===== src/hw/rtl/spq_pkg.sv =====
// Shared types and constants for the sorted double-ended job queue.
package spq_pkg;

    localparam int DEPTH = 16;
    localparam int IDX_W = $clog2(DEPTH);
    localparam int CNT_W = $clog2(DEPTH + 1);
    localparam int ID_W  = 16;
    localparam int PRI_W = 16;

    typedef enum logic [1:0] {
        CMD_INSERT    = 2'd0,
        CMD_REM_FRONT = 2'd1,
        CMD_REM_REAR  = 2'd2,
        CMD_FIND      = 2'd3
    } cmd_t;

    typedef enum logic [1:0] {
        ST_OK       = 2'd0,
        ST_EMPTY    = 2'd1,
        ST_NOTFOUND = 2'd2,
        ST_FULL     = 2'd3
    } status_t;

    typedef struct packed {
        logic [ID_W-1:0]         id;
        logic signed [PRI_W-1:0] prio;
    } entry_t;

    typedef struct packed {
        logic             we;
        logic [IDX_W-1:0] waddr;
        entry_t           wdata;
        logic [IDX_W-1:0] raddr;
    } mem_req_t;

    typedef struct packed {
        logic ge;
        logic eq;
    } cmp_res_t;

    typedef struct packed {
        status_t status;
        entry_t  job;
    } result_t;

endpackage


===== src/hw/rtl/sorted_priority_queue_double_ended.sv =====
// Sorted double-ended job queue: holds up to 16 jobs (id, signed priority) in ascending
// priority order; a command takes one input beat and returns one result beat. Insert
// places the job ahead of equal priorities, remove-front pops the lowest priority,
// remove-rear pops the highest, find returns the first matching id from the front.
// Every command runs through a sequencer that walks the slot memory one entry at a time:
// a registered read, then the shared compare and any write. Refused or empty-store commands
// go straight to the result; remove-rear reads only the last entry; insert moves entries up
// from the rear until it meets a lower entry or reaches the front; remove-front walks every
// held entry, moving each down a slot; find walks from the front to a match or the last
// entry. The single memory port pair sets the pace of this walk. The input is stalled while
// a command is in progress; the result sits in an output register, so the next command is
// accepted while an earlier result still waits to be taken.
module sorted_priority_queue_double_ended (
    input  logic               clk,
    input  logic               rst_n,
    input  logic               in_valid,
    output logic               in_stall,
    input  logic [1:0]         cmd,
    input  logic [15:0]        job_id,
    input  logic signed [15:0] job_priority,
    output logic               out_valid,
    input  logic               out_stall,
    output logic [1:0]         status,
    output logic [15:0]        out_id,
    output logic signed [15:0] out_priority
);
    import spq_pkg::*;

    mem_req_t mem_req;
    entry_t   rdata;
    entry_t   key;
    cmp_res_t cmp;
    logic     busy;
    logic     done_valid;
    result_t  done;
    logic     out_free;
    logic     out_valid_reg;
    result_t  out_reg;

    // Slot memory: ids and priorities side by side.
    spq_mem u_mem (
        .clk   (clk),
        .req   (mem_req),
        .rdata (rdata)
    );

    // One comparator serves both the sorted walk and the id search.
    spq_cmp u_cmp (
        .entry (rdata),
        .key   (key),
        .res   (cmp)
    );

    spq_seq u_seq (
        .clk          (clk),
        .rst_n        (rst_n),
        .in_valid     (in_valid),
        .cmd          (cmd),
        .job_id       (job_id),
        .job_priority (job_priority),
        .busy         (busy),
        .mem_req      (mem_req),
        .rdata        (rdata),
        .key          (key),
        .cmp          (cmp),
        .done_valid   (done_valid),
        .done         (done),
        .out_free     (out_free)
    );

    // Hold the input off while the sequencer is working.
    assign in_stall = busy;

    // The output register can take a new result when empty or being drained this cycle.
    assign out_free = !out_valid_reg || !out_stall;

    always_ff @(posedge clk or negedge rst_n)
    begin
        if (!rst_n)
        begin
            out_valid_reg <= 1'b0;
        end
        else if (done_valid && out_free)
        begin
            out_valid_reg <= 1'b1;
        end
        else if (!out_stall)
        begin
            out_valid_reg <= 1'b0;
        end
    end

    // Load the result beat; hold it while the receiver stalls.
    always_ff @(posedge clk)
    begin
        if (done_valid && out_free)
        begin
            out_reg <= done;
        end
    end

    assign out_valid    = out_valid_reg;
    assign status       = out_reg.status;
    assign out_id       = out_reg.job.id;
    assign out_priority = out_reg.job.prio;

endmodule


===== src/hw/rtl/spq_mem.sv =====
// Job slot memory: one write port, one read port with registered read data.
module spq_mem (
    input  logic              clk,
    input  spq_pkg::mem_req_t req,
    output spq_pkg::entry_t   rdata
);
    import spq_pkg::*;

    entry_t mem [DEPTH];

    always_ff @(posedge clk)
    begin
        if (req.we)
        begin
            mem[req.waddr] <= req.wdata;
        end
        rdata <= mem[req.raddr];
    end

endmodule


===== src/hw/rtl/spq_cmp.sv =====
// Shared compare unit: signed priority order and id match against the key.
module spq_cmp (
    input  spq_pkg::entry_t   entry,
    input  spq_pkg::entry_t   key,
    output spq_pkg::cmp_res_t res
);
    import spq_pkg::*;

    always_comb
    begin
        res.ge = (entry.prio >= key.prio);
        res.eq = (entry.id == key.id);
    end

endmodule


===== src/hw/rtl/spq_seq.sv =====
// Command sequencer: walks the slot memory one entry at a time.
module spq_seq (
    input  logic              clk,
    input  logic              rst_n,
    input  logic              in_valid,
    input  logic [1:0]        cmd,
    input  logic [15:0]       job_id,
    input  logic signed [15:0] job_priority,
    output logic              busy,
    output spq_pkg::mem_req_t mem_req,
    input  spq_pkg::entry_t   rdata,
    output spq_pkg::entry_t   key,
    input  spq_pkg::cmp_res_t cmp,
    output logic              done_valid,
    output spq_pkg::result_t  done,
    input  logic              out_free
);
    import spq_pkg::*;

    typedef enum logic [4:0] {
        S_IDLE  = 5'b00001,
        S_READ  = 5'b00010,
        S_CHECK = 5'b00100,
        S_PLACE = 5'b01000,
        S_DONE  = 5'b10000
    } state_t;

    state_t             state_reg, state_next;
    logic [CNT_W-1:0]   count_reg, count_next;
    cmd_t               cmd_reg, cmd_next;
    entry_t             key_reg, key_next;
    logic [CNT_W-1:0]   idx_reg, idx_next;
    result_t            res_reg, res_next;
    logic [CNT_W-1:0]   idx_prev;
    logic [CNT_W-1:0]   last_idx;
    logic               accept;

    assign busy       = (state_reg != S_IDLE);
    assign accept     = in_valid && !busy;
    assign key        = key_reg;
    assign done_valid = (state_reg == S_DONE);
    assign done       = res_reg;
    assign idx_prev   = idx_reg - CNT_W'(1);
    assign last_idx   = count_reg - CNT_W'(1);

    always_comb
    begin
        state_next    = state_reg;
        count_next    = count_reg;
        cmd_next      = cmd_reg;
        key_next      = key_reg;
        idx_next      = idx_reg;
        res_next      = res_reg;
        mem_req.we    = 1'b0;
        mem_req.waddr = idx_reg[IDX_W-1:0];
        mem_req.wdata = rdata;
        // Insert walks from the rear, so it reads the slot below the hole.
        mem_req.raddr = (cmd_reg == CMD_INSERT) ? idx_prev[IDX_W-1:0]
                                                : idx_reg[IDX_W-1:0];

        unique case (state_reg)
            S_IDLE:
            begin
                if (accept)
                begin
                    cmd_next      = cmd_t'(cmd);
                    key_next.id   = job_id;
                    key_next.prio = job_priority;
                    res_next      = '0;
                    case (cmd_t'(cmd)) inside
                        CMD_INSERT:
                        begin
                            if (count_reg == CNT_W'(DEPTH))
                            begin
                                res_next.status = ST_FULL;
                                state_next      = S_DONE;
                            end
                            else if (count_reg == '0)
                            begin
                                idx_next   = '0;
                                state_next = S_PLACE;
                            end
                            else
                            begin
                                idx_next   = count_reg;
                                state_next = S_READ;
                            end
                        end
                        CMD_REM_FRONT, CMD_REM_REAR:
                        begin
                            if (count_reg == '0)
                            begin
                                res_next.status = ST_EMPTY;
                                state_next      = S_DONE;
                            end
                            else
                            begin
                                idx_next   = (cmd_t'(cmd) == CMD_REM_REAR) ? last_idx : '0;
                                state_next = S_READ;
                            end
                        end
                        default:
                        begin
                            if (count_reg == '0)
                            begin
                                res_next.status = ST_NOTFOUND;
                                state_next      = S_DONE;
                            end
                            else
                            begin
                                idx_next   = '0;
                                state_next = S_READ;
                            end
                        end
                    endcase
                end
            end

            S_READ:
            begin
                state_next = S_CHECK;
            end

            S_CHECK:
            begin
                case (cmd_reg)
                    CMD_INSERT:
                    begin
                        mem_req.we = 1'b1;
                        if (cmp.ge)
                        begin
                            // Shift the entry up one slot and keep walking down.
                            idx_next   = idx_prev;
                            state_next = (idx_reg == CNT_W'(1)) ? S_PLACE : S_READ;
                        end
                        else
                        begin
                            mem_req.wdata = key_reg;
                            count_next    = count_reg + CNT_W'(1);
                            state_next    = S_DONE;
                        end
                    end
                    CMD_REM_FRONT:
                    begin
                        if (idx_reg == '0)
                        begin
                            res_next.status = ST_OK;
                            res_next.job    = rdata;
                        end
                        else
                        begin
                            mem_req.we    = 1'b1;
                            mem_req.waddr = idx_prev[IDX_W-1:0];
                        end
                        if (idx_reg == last_idx)
                        begin
                            count_next = last_idx;
                            state_next = S_DONE;
                        end
                        else
                        begin
                            idx_next   = idx_reg + CNT_W'(1);
                            state_next = S_READ;
                        end
                    end
                    CMD_REM_REAR:
                    begin
                        res_next.status = ST_OK;
                        res_next.job    = rdata;
                        count_next      = last_idx;
                        state_next      = S_DONE;
                    end
                    default:
                    begin
                        if (cmp.eq)
                        begin
                            res_next.status = ST_OK;
                            res_next.job    = rdata;
                            state_next      = S_DONE;
                        end
                        else if (idx_reg == last_idx)
                        begin
                            res_next.status = ST_NOTFOUND;
                            state_next      = S_DONE;
                        end
                        else
                        begin
                            idx_next   = idx_reg + CNT_W'(1);
                            state_next = S_READ;
                        end
                    end
                endcase
            end

            S_PLACE:
            begin
                mem_req.we    = 1'b1;
                mem_req.wdata = key_reg;
                count_next    = count_reg + CNT_W'(1);
                state_next    = S_DONE;
            end

            S_DONE:
            begin
                if (out_free)
                begin
                    state_next = S_IDLE;
                end
            end

            default:
            begin
                state_next = S_IDLE;
            end
        endcase
    end

    always_ff @(posedge clk or negedge rst_n)
    begin
        if (!rst_n)
        begin
            state_reg <= S_IDLE;
            count_reg <= '0;
        end
        else
        begin
            state_reg <= state_next;
            count_reg <= count_next;
        end
    end

    always_ff @(posedge clk)
    begin
        cmd_reg <= cmd_next;
        key_reg <= key_next;
        idx_reg <= idx_next;
        res_reg <= res_next;
    end

endmodule


===== config.mk =====
export PLATFORM = sky130hd
export DESIGN_NAME = sorted_priority_queue_double_ended
export DESIGN_NICKNAME = d
export VERILOG_FILES = /design/src/hw/rtl/spq_pkg.sv /design/src/hw/rtl/sorted_priority_queue_double_ended.sv /design/src/hw/rtl/spq_mem.sv /design/src/hw/rtl/spq_cmp.sv /design/src/hw/rtl/spq_seq.sv
export SDC_FILE = /design/constraint.sdc
export NUM_CORES = 1
export LEC_CHECK = 0
export BUFFER_PORTS_ARGS = -buffer_cell sky130_fd_sc_hd__buf_2
export CORE_ASPECT_RATIO = 0.9
export CORE_MARGIN = 5
export CORE_UTILIZATION = 59
export CTS_CLUSTER_DIAMETER = 60
export CTS_CLUSTER_SIZE = 16
export DETAILED_ROUTE_END_ITERATION = 6
export PLACE_DENSITY_LB_ADDON = 0.2
export SYNTH_ARGS = -nofsm -noshare
export SYNTH_HDL_FRONTEND = slang
export SYNTH_HIERARCHICAL = 1
export SYNTH_SLANG_ARGS = --single-unit

===== constraint.sdc =====
create_clock -name clk -period 5.8 [get_ports clk]
set_input_delay 0.29 -clock clk [delete_from_list [all_inputs] [get_ports clk]]
set_output_delay 0.29 -clock clk [all_outputs]
set_load 0.02 [all_outputs]

Word level (Yosys, flattened, before mapping)

Memory sizes are Yosys's and may differ from the RTL's. A register that Yosys moved wholly into a read port is not among the register bits.
Cells that the tools add are included.

Register bits after elaboration: 118
RAM bits: 512
Input bits: 38
Output and inout bits: 36
Word-level logic and storage cells: 121
Memories: 1

Memory list:

| name      | words | bits a word | rd ports | clocked after Yosys merged registers in | write ports | RTL line     | text |
|---|---|---|---|---|---|---|---|
| u_mem.mem | 16    | 32          | 1        | 1                                       | 1           | spq_mem.sv:9 | `entry_t mem [DEPTH];` |

Add/subtract/negate cells: 4
Order comparisons: 1
Equality and inequality tests: 29
Mux-type cells: 54
Reduce and logical (&&, ||, !) cells: 19

Operators with widths:

| cell                | count |
|---|---|
| $mux 5              | 22 |
| $pmux 34 s3         | 1 |
| $mux 32             | 3 |
| $mux 34             | 2 |
| $pmux 34 s2         | 1 |
| $pmux 32 s2         | 1 |
| $pmux 5 s3          | 3 |
| $pmux 5 s5          | 1 |
| $mux 4              | 5 |
| $pmux 5 s2          | 2 |
| $eq 16x16->1        | 1 |
| $ge 16x16->1        | 1 |
| $mux 2              | 6 |
| $add 5x1->5 const B | 2 |
| $eq 5x1->1 const B  | 2 |
| $eq 5x5->1 const B  | 2 |
| $logic_not 5->1     | 2 |
| $reduce_and 5->1    | 2 |
| $sub 5x1->5 const B | 2 |
| $ne 3x2->1 const B  | 3 |
| $ne 3x3->1 const B  | 3 |
| $ne 4x3->1 const B  | 2 |
| $reduce_and 7->1    | 1 |
| $ne 2x1->1 const B  | 3 |
| 20 further kinds    | 34 |

Depth between registers and ports, before layout

Gate-level depths: netlist (run 1).

Depth after elaboration: 7
Mapped depth: 12
Mapped depth without buffers: 12

Modules after synthesis

Netlist (run 1), hierarchy kept.

By module, submodules not included:

| module                             | times used | cells an instance | area an instance (µm²) | seq. area each (µm²) |
|---|---|---|---|---|
| spq_mem                            | 1          | 838               | 19835.3                | 16015.4 |
| spq_seq                            | 1          | 342               | 4282.9                 | 2443.6 |
| sorted_priority_queue_double_ended | 1          | 38                | 1068.5                 | 1046.0 |
| spq_cmp                            | 1          | 76                | 583.1                  | 0.0 |

Worst setup path before layout (run 1)

Ideal clock, no wire load.

Path kind: flip-flop to flip-flop
From: register u_seq.idx_reg[0]
To: memory u_mem/mem[0][0] (netlist name) (enable)
Setup time: 0.461 ns
Arrival time: 4.265 ns
Required time: 5.339 ns
Slack: 1.074 ns
Stages on the path, launching flop included: 8
Path buffers: 0
Clock period less this slack: 4.726 ns
Path through: edfxtp_1 > inv_1 > ha_1 > or4b_4 > nand3_1 > o21ai_0 > or3b_2 > nor3_1

RTL lines:

| item                     | RTL line       | text |
|---|---|---|
| start: declaration       | spq_seq.sv:32  | `logic [CNT_W-1:0] idx_reg, idx_next;` |
| start signal: assignment | spq_seq.sv:236 | `idx_reg <= idx_next;` |
| end: declaration         | spq_mem.sv:9   |  |

==> flow_metrics.py, run 1 <==
metrics = {
    "synth": {
        "synth_top_flop_cell": "edfxtp_1",
        "syn_inst": 1294,
        "syn-cell-area_um2": 25800,
        "synth-compound-area-share_pct": 3.50,
        "async_flop_share_pct": 1.66,
        "syn-num-nets": 1362,
        "yosysUniqueCellTypes": 59,
        "synthAdderAreaFrac_pct": 1.46,
        "ys_seq_area_share_pct": 75.7,
        "synth-simple-area-share_pct": 3.58,
        "ys_warn_count": 6,
        "synth_top_family_by_area": "multiplexers",
        "synth_xor_area_share_pct": 1.26,
        "synth-seq-cells": 662,
        "syn_avg_cell_area_um2": 19.9,
        "synth-edff-count": 619,
        "muxShareOfSynthArea_pct": 12.9,
    },
    "global_routing": {
        "grt_pass1_vias": 12900,
        "grtUsageTotal_pct": 23.5,
        "grt_max_degree": 91,
        "grt_remaining_overflow": 0,
        "antenna_found_initial": 1,
        "grt_pass1_wl_mm": 83.2,
    },
    "cells_and_area": {
        "antenna_cells": 0,
        "mostFrequentLayoutCell": "edfxtp_1",
        "area_delta_synth_final_pct": 11.9,
        "largest_register_ffs": 512,
        "final_nets": 1491,
        "final_layout_size_suffix_gt1_share_pct": 24.7,
        "top_register": "u_mem/mem",
        "final_cell_mix": "edfxtp_1, mux4_2, buf_2, a22oi_1, clkbuf_16",
    },
    "outcome": {
        "status": "complete, no violations",
    },
    "sta": {
        "period_share_pct": 74.2,
        "rsz0062_at_grt": "false",
        "post-route-min-period_ns": 4.30,
        "fin_tns_setup_ns": 0,
        "slew_violations": 0,
        "setup_viol": 0,
        "max_freq_ghz": 0.232,
        "holdWs_ns": 0.0933,
        "fin_skew_ns": 0.0164,
        "tightest_slew_ns": 1.33,
        "hold_viol_final": 0,
        "relSlewSlack_pct": 11.4,
    },
    "hold_path": {
        "hp-class": "input port to async pin",
    },
    "clocking": {
        "cts.sinks": 662,
        "htree_levels": 2,
        "clkTransAtPathRegs_ns": 0.07,
        "numCtsBuffers": 49,
        "cts_resized": 0,
        "root_buffer": "clkbuf_16",
        "worstSkewPairLatency_ns": 0.60,
        "cts.path.max_buffers": 3,
        "cts_tree": "yes",
    },
    "power": {
        "power_density_nw_per_um2": 477,
        "intPower_w": 0.00953,
        "pwr-share-clk_pct": 23.5,
        "power_frac_comb_pct": 29.0,
        "p_seq_share_pct": 47.5,
        "p_sw_w": 0.00423,
        "swShare_pct": 30.7,
        "ir_drop_mv": 0.350,
        "p_leak_nw": 9.63,
    },
    "detailed_routing": {
        "routed_wl_mm": 55.9,
        "met3WireLength_mm": 5.12,
        "highest_layer": "met4",
        "first_iter_violations": 1540,
        "via_count": 13000,
        "wire_per_inst_um": 27.7,
        "drcViolationCount": 0,
        "detail-route-antenna-nets": 0,
        "wl_met1_mm": 23.2,
        "met2_length_mm": 26.5,
        "dr.pass1.iters": 5,
        "vias_per_cell": 6.43,
    },
    "placed_design": {
        "place_congestion": 0.836,
        "dp_hpwl_mm": 31.3,
        "portBuffers": 73,
    },
    "run": {
        "max_cap_viol_count": 0,
    },
    "die": {
        "num_rows": 72,
        "dieArea_um2": 48000,
        "core_area_um2": 43100,
        "fp.dieH_um": 208,
        "initial_utilization_pct": 59.8,
        "die_w_um": 230,
        "io_pins": 74,
    },
    "worst_setup_path": {
        "cp.arrival_ns": 4.59,
        "startpoint_type": "register",
        "critPathKind": "register to register",
        "cp_max_fo": 23,
        "end_kind": "register",
        "cp_data_required_time_ns": 6.09,
    },
}
==> timing repair <==
| item | 4_1_cts | 5_1_grt |
|---|---|---|
| buffers inserted | 0 | 0 |
| hold buffers | 36 | 0 |
| endpoints found under the hold margin | 46 | 0 |
==> stage by stage <==
stage / instance area [um2] / total power [W] / util (%) / cells / setup slack (ns)
after detailed placement: 27000 / 0.0106 / 62.7 / 1891 / 1.56
final: 28800 / 0.0138 / 67.0 / 2019 / 1.50
after floorplan: 25800 / 0.00946 / - / 1294 / 1.07
after global routing: 28800 / 0.0144 / 67.0 / 2019 / 1.22
after global placement: 27000 / 0.0105 / 62.7 / 1891 / 1.67
after CTS: 28800 / 0.0138 / 67.0 / 2019 / 1.50
==> per-layer routing <==
metal  up-vias  GRT usage [%]
met5         -              0
met4         0           5.56
met3        78           3.88
met2       632           36.9
met1      6744           35.5
li1       5520              -
==> worst max-delay path, stage by stage, from the launching register on <==
cell     delay (ns)
dfrtp_1        0.44
or3_1          0.48
nor2_1         0.14
buf_4          0.21
nand3_1        0.19
o21ai_0        0.80
nand2_1        0.47
nor2_4         0.89
buf_4          0.36
==> cell type report <==
class / count / area, um2
tap: 555 / 694
multi-input combinational: 540 / 6020
fill: 2749 / 14200
timing repair buffer: 140 / 1020
clock buffer: 84 / 1420
clock inverter: 8 / 60.1
sequential: 662 / 19500
inverter: 30 / 113
==> power by group through the flow <==
stage	registers, W	logic, W	clock network [W]
after global placement	0.00663	0.00390	0
after CTS	0.00653	0.00401	0.00330
after global routing	0.00657	0.00434	0.00350
final	0.00653	0.00399	0.00324
after detailed placement	0.00664	0.00397	0
after floorplan	0.00648	0.00298	0
==> cell families after synthesis <==
family / Yosys count
XOR/XNOR: 37
flip-flops: 662
AO/OA/AOI/OAI: 127
multiplexers: 167
adder cells (fa/ha/maj): 30
AND/OR/NAND/NOR: 179
buffers and inverters: 92
==> Yosys cell counts (4+ instances only) <==
cell type	instances	area share (%)
nand4_1	9	0.22
nand2_1	47	0.68
inv_1	30	0.44
nand2b_1	6	0.15
a21o_1	4	0.12
ha_1	30	1.5
and3_1	34	0.83
buf_4	9	0.26
buf_2	13	0.25
nand3_1	7	0.14
dfxtp_1	32	2.5
edfxtp_1	619	72
nor2b_1	7	0.17
dfrtp_1	10	0.97
o21ai_0	10	0.19
a22oi_1	64	1.9
a31oi_1	7	0.17
mux4_2	128	11
clkbuf_1	26	0.38
mux2i_1	4	0.16
nor3_1	14	0.27
mux2_2	34	1.5
xnor2_1	28	0.95
xor2_1	9	0.31
buf_1	11	0.16
nor2_1	34	0.50
a21oi_1	17	0.33
==> worst paths after layout <==
path                                           startpoint                              to  slack (ns)  cells past startpoint
max                        u_seq/state_reg[1]$_DFFE_PN0P_      u_mem/mem[7][23]$_DFFE_PP_        1.50                      8
min                                                 rst_n           out_valid$_DFFE_PN0P_        0.09                      2
max reg2reg                u_seq/state_reg[1]$_DFFE_PN0P_      u_mem/mem[7][23]$_DFFE_PP_        1.50                      8
min reg2reg                  u_seq/done[23]$_SDFFCE_PN0P_             out_id[7]$_DFFE_PP_        0.42                      0
max in group asynchronous                           rst_n  u_seq/state_reg[0]$_DFFE_PN1P_        5.44                      2
min in group clk                                 in_valid  u_seq/state_reg[0]$_DFFE_PN1P_        0.22                      4
Note: power is estimated with default switching activity, not from simulation.
==> run 2: changes to the inputs <==
==> constraint.sdc (replaced) <==
create_clock -name clk -period 4.3 [get_ports clk]
set_input_delay 0.215 -clock clk [delete_from_list [all_inputs] [get_ports clk]]
set_output_delay 0.215 -clock clk [all_outputs]
set_load 0.02 [all_outputs]
==> run 2 against run 1 <==
Sequential power rose by 34%. Power is 36% higher. Non-clock buffer count up 23. Die area unchanged. Utilization is 0.69 points higher. Maximum frequency rose by 22%. Via count rose by 0.69%. Design area is 1.0% higher. Sequential share of layout area fell by 0.69 points. Count of clock-buffer cells in the layout fell by 4. Sequential cell count unchanged. Worst setup slack worse by 0.73 ns. Highest routed layer unchanged.
==> flow_metrics.py, run 2 (same netlist as run 1, synthesis figures left out) <==
metrics = {
    "worst_setup_path": {
        "cp_data_required_time_ns": 4.60,
        "critPathKind": "register to register",
        "startpoint": "u_seq/key[15]$_DFFE_PP_",
        "startpoint_type": "register",
        "end_kind": "register",
        "cp.arrival_ns": 3.83,
        "rr_startpoint": "u_seq/key[15]$_DFFE_PP_",
        "cp_max_fo": 19,
    },
    "power": {
        "p_seq_share_pct": 46.6,
        "power_density_nw_per_um2": 645,
        "p_sw_w": 0.00575,
        "intPower_w": 0.0130,
        "ir_drop_mv": 0.480,
        "swShare_pct": 30.6,
        "pwr-share-clk_pct": 22.9,
        "power_frac_comb_pct": 30.5,
        "p_leak_nw": 9.77,
    },
    "die": {
        "initial_utilization_pct": 59.8,
        "dieArea_um2": 48000,
        "fp.dieH_um": 208,
        "io_pins": 74,
        "num_rows": 72,
        "core_area_um2": 43100,
        "die_w_um": 230,
    },
    "placed_design": {
        "dpl_cell_area_um2": 27300,
        "dp_slack_ns": 0.838,
        "place_congestion": 0.815,
        "dp_hpwl_mm": 33.3,
        "dpl.cell_count": 1914,
        "portBuffers": 73,
    },
    "sta": {
        "slew_violations": 0,
        "setup_slack_ns": 0.768,
        "relSlewSlack_pct": 37.9,
        "hold_viol_final": 0,
        "period_share_pct": 82.1,
        "post-route-min-period_ns": 3.53,
        "rsz0062_at_grt": "false",
        "setup_viol": 0,
        "fin_tns_setup_ns": 0,
        "tightest_slew_ns": 0.931,
        "max_freq_ghz": 0.283,
        "fin_skew_ns": 0.0140,
    },
    "cells_and_area": {
        "area_delta_synth_final_pct": 13.1,
        "antenna_cells": 0,
        "fin_cells": 2037,
        "final_layout_size_suffix_gt1_share_pct": 25.6,
        "final_nets": 1513,
        "final_cell_mix": "edfxtp_1, mux4_2, buf_2, a22oi_1, clkbuf_16",
        "postLayoutCellArea_um2": 29100,
        "largest_register_ffs": 512,
        "top_register": "u_mem/mem",
        "mostFrequentLayoutCell": "edfxtp_1",
    },
    "detailed_routing": {
        "first_iter_violations": 1364,
        "via_count": 13100,
        "routed_wl_mm": 58.3,
        "vias_per_cell": 6.41,
        "dr.pass1.iters": 7,
        "detail-route-antenna-nets": 0,
        "drcViolationCount": 0,
        "wire_per_inst_um": 28.6,
    },
    "global_routing": {
        "grt_pass1_wl_mm": 86.4,
        "grt_remaining_overflow": 0,
        "grtUsageTotal_pct": 24.5,
        "grt_pass1_vias": 13200,
        "grt_max_degree": 73,
        "antenna_found_initial": 0,
    },
    "clocking": {
        "cts_tree": "yes",
        "htree_levels": 2,
        "clkTransAtPathRegs_ns": 0.07,
        "root_buffer": "clkbuf_16",
        "worstSkewPairLatency_ns": 0.60,
        "cts.path.max_buffers": 3,
        "numCtsBuffers": 48,
        "cts.sinks": 662,
        "cts_resized": 0,
    },
    "run": {
        "max_cap_viol_count": 0,
    },
    "outcome": {
        "status": "complete, no violations",
    },
    "hold_path": {
        "hp-class": "input port to async pin",
    },
}
[run 2: final cells by class]
cell class / instances / area (um2)
Timing Repair Buffer: 163 / 1340
Multi-Input combinational cell: 540 / 6050
Fill cell: 2719 / 13900
Inverter: 30 / 113
Clock inverter: 7 / 106
Clock buffer: 80 / 1320
Sequential cell: 662 / 19500
Tap cell: 555 / 694
[run 2: critical path, cell delays in order (launching register included)]
cell and delay, ns:
edfxtp_1 0.35, inv_1 0.05, ha_1 0.38, nand4_1 0.28, a2111oi_1 0.45, nor4b_1 0.10, mux2_1 0.33, nand2b_1 0.17
o21ai_0 0.27, nand2_2 0.09, buf_4 0.28, mux2_2 0.44
[run 2: layer usage]
metal | track usage [%] | wire length [um] | part of all wire (%) | up-vias
li1 | - | - | - | 5564
met1 | 35.5 | 23200 | 40 | 6789
met2 | 39.8 | 28600 | 49 | 623
met3 | 4.92 | 5170 | 8.9 | 87
met4 | 5.54 | 1260 | 2.2 | 0
met5 | 0 | 0 | 0 | -
[run 2: power groups by stage]
stage | clock (W) | combinational, W | sequential, W
after floorplan | 0 | 0.00403 | 0.00874
after global placement | 0 | 0.00560 | 0.00888
after detailed placement | 0 | 0.00573 | 0.00889
after CTS | 0.00439 | 0.00578 | 0.00876
after global routing | 0.00465 | 0.00620 | 0.00880
final | 0.00430 | 0.00572 | 0.00876
[run 2: worst paths after layout]
kind	to	slack (ns)	depth (start not counted)
worst max-delay path	u_mem/mem[11][23]$_DFFE_PP_	0.77	11
worst min-delay path	u_seq/count_reg[4]$_DFFE_PN0P_	0.03	2
worst max register to register	u_mem/mem[11][23]$_DFFE_PP_	0.77	11
worst min register to register	out_id[9]$_DFFE_PP_	0.42	0
max in group asynchronous	u_seq/state_reg[0]$_DFFE_PN1P_	3.98	2
min in group clk	u_seq/state_reg[0]$_DFFE_PN1P_	0.15	4
[run 2: per-stage QoR]
step / hold WS (ns) / total power, W / util [%]
6_report: 0.0341 / 0.0188 / 67.7
5_1_grt: 0.0463 / 0.0196 / 67.7
4_1_cts: 0.0153 / 0.0189 / 67.7
3_5_place_dp: 0.117 / 0.0146 / 63.5
3_3_place_gp: 0.107 / 0.0145 / 63.5
2_1_floorplan: -0.0806 / 0.0128 / -
[run 2: what timing repair did]
item / in CTS / in global routing
hold endpoints to repair: 46 / 0
buffers inserted: 0 / 0
hold buffers: 36 / 0
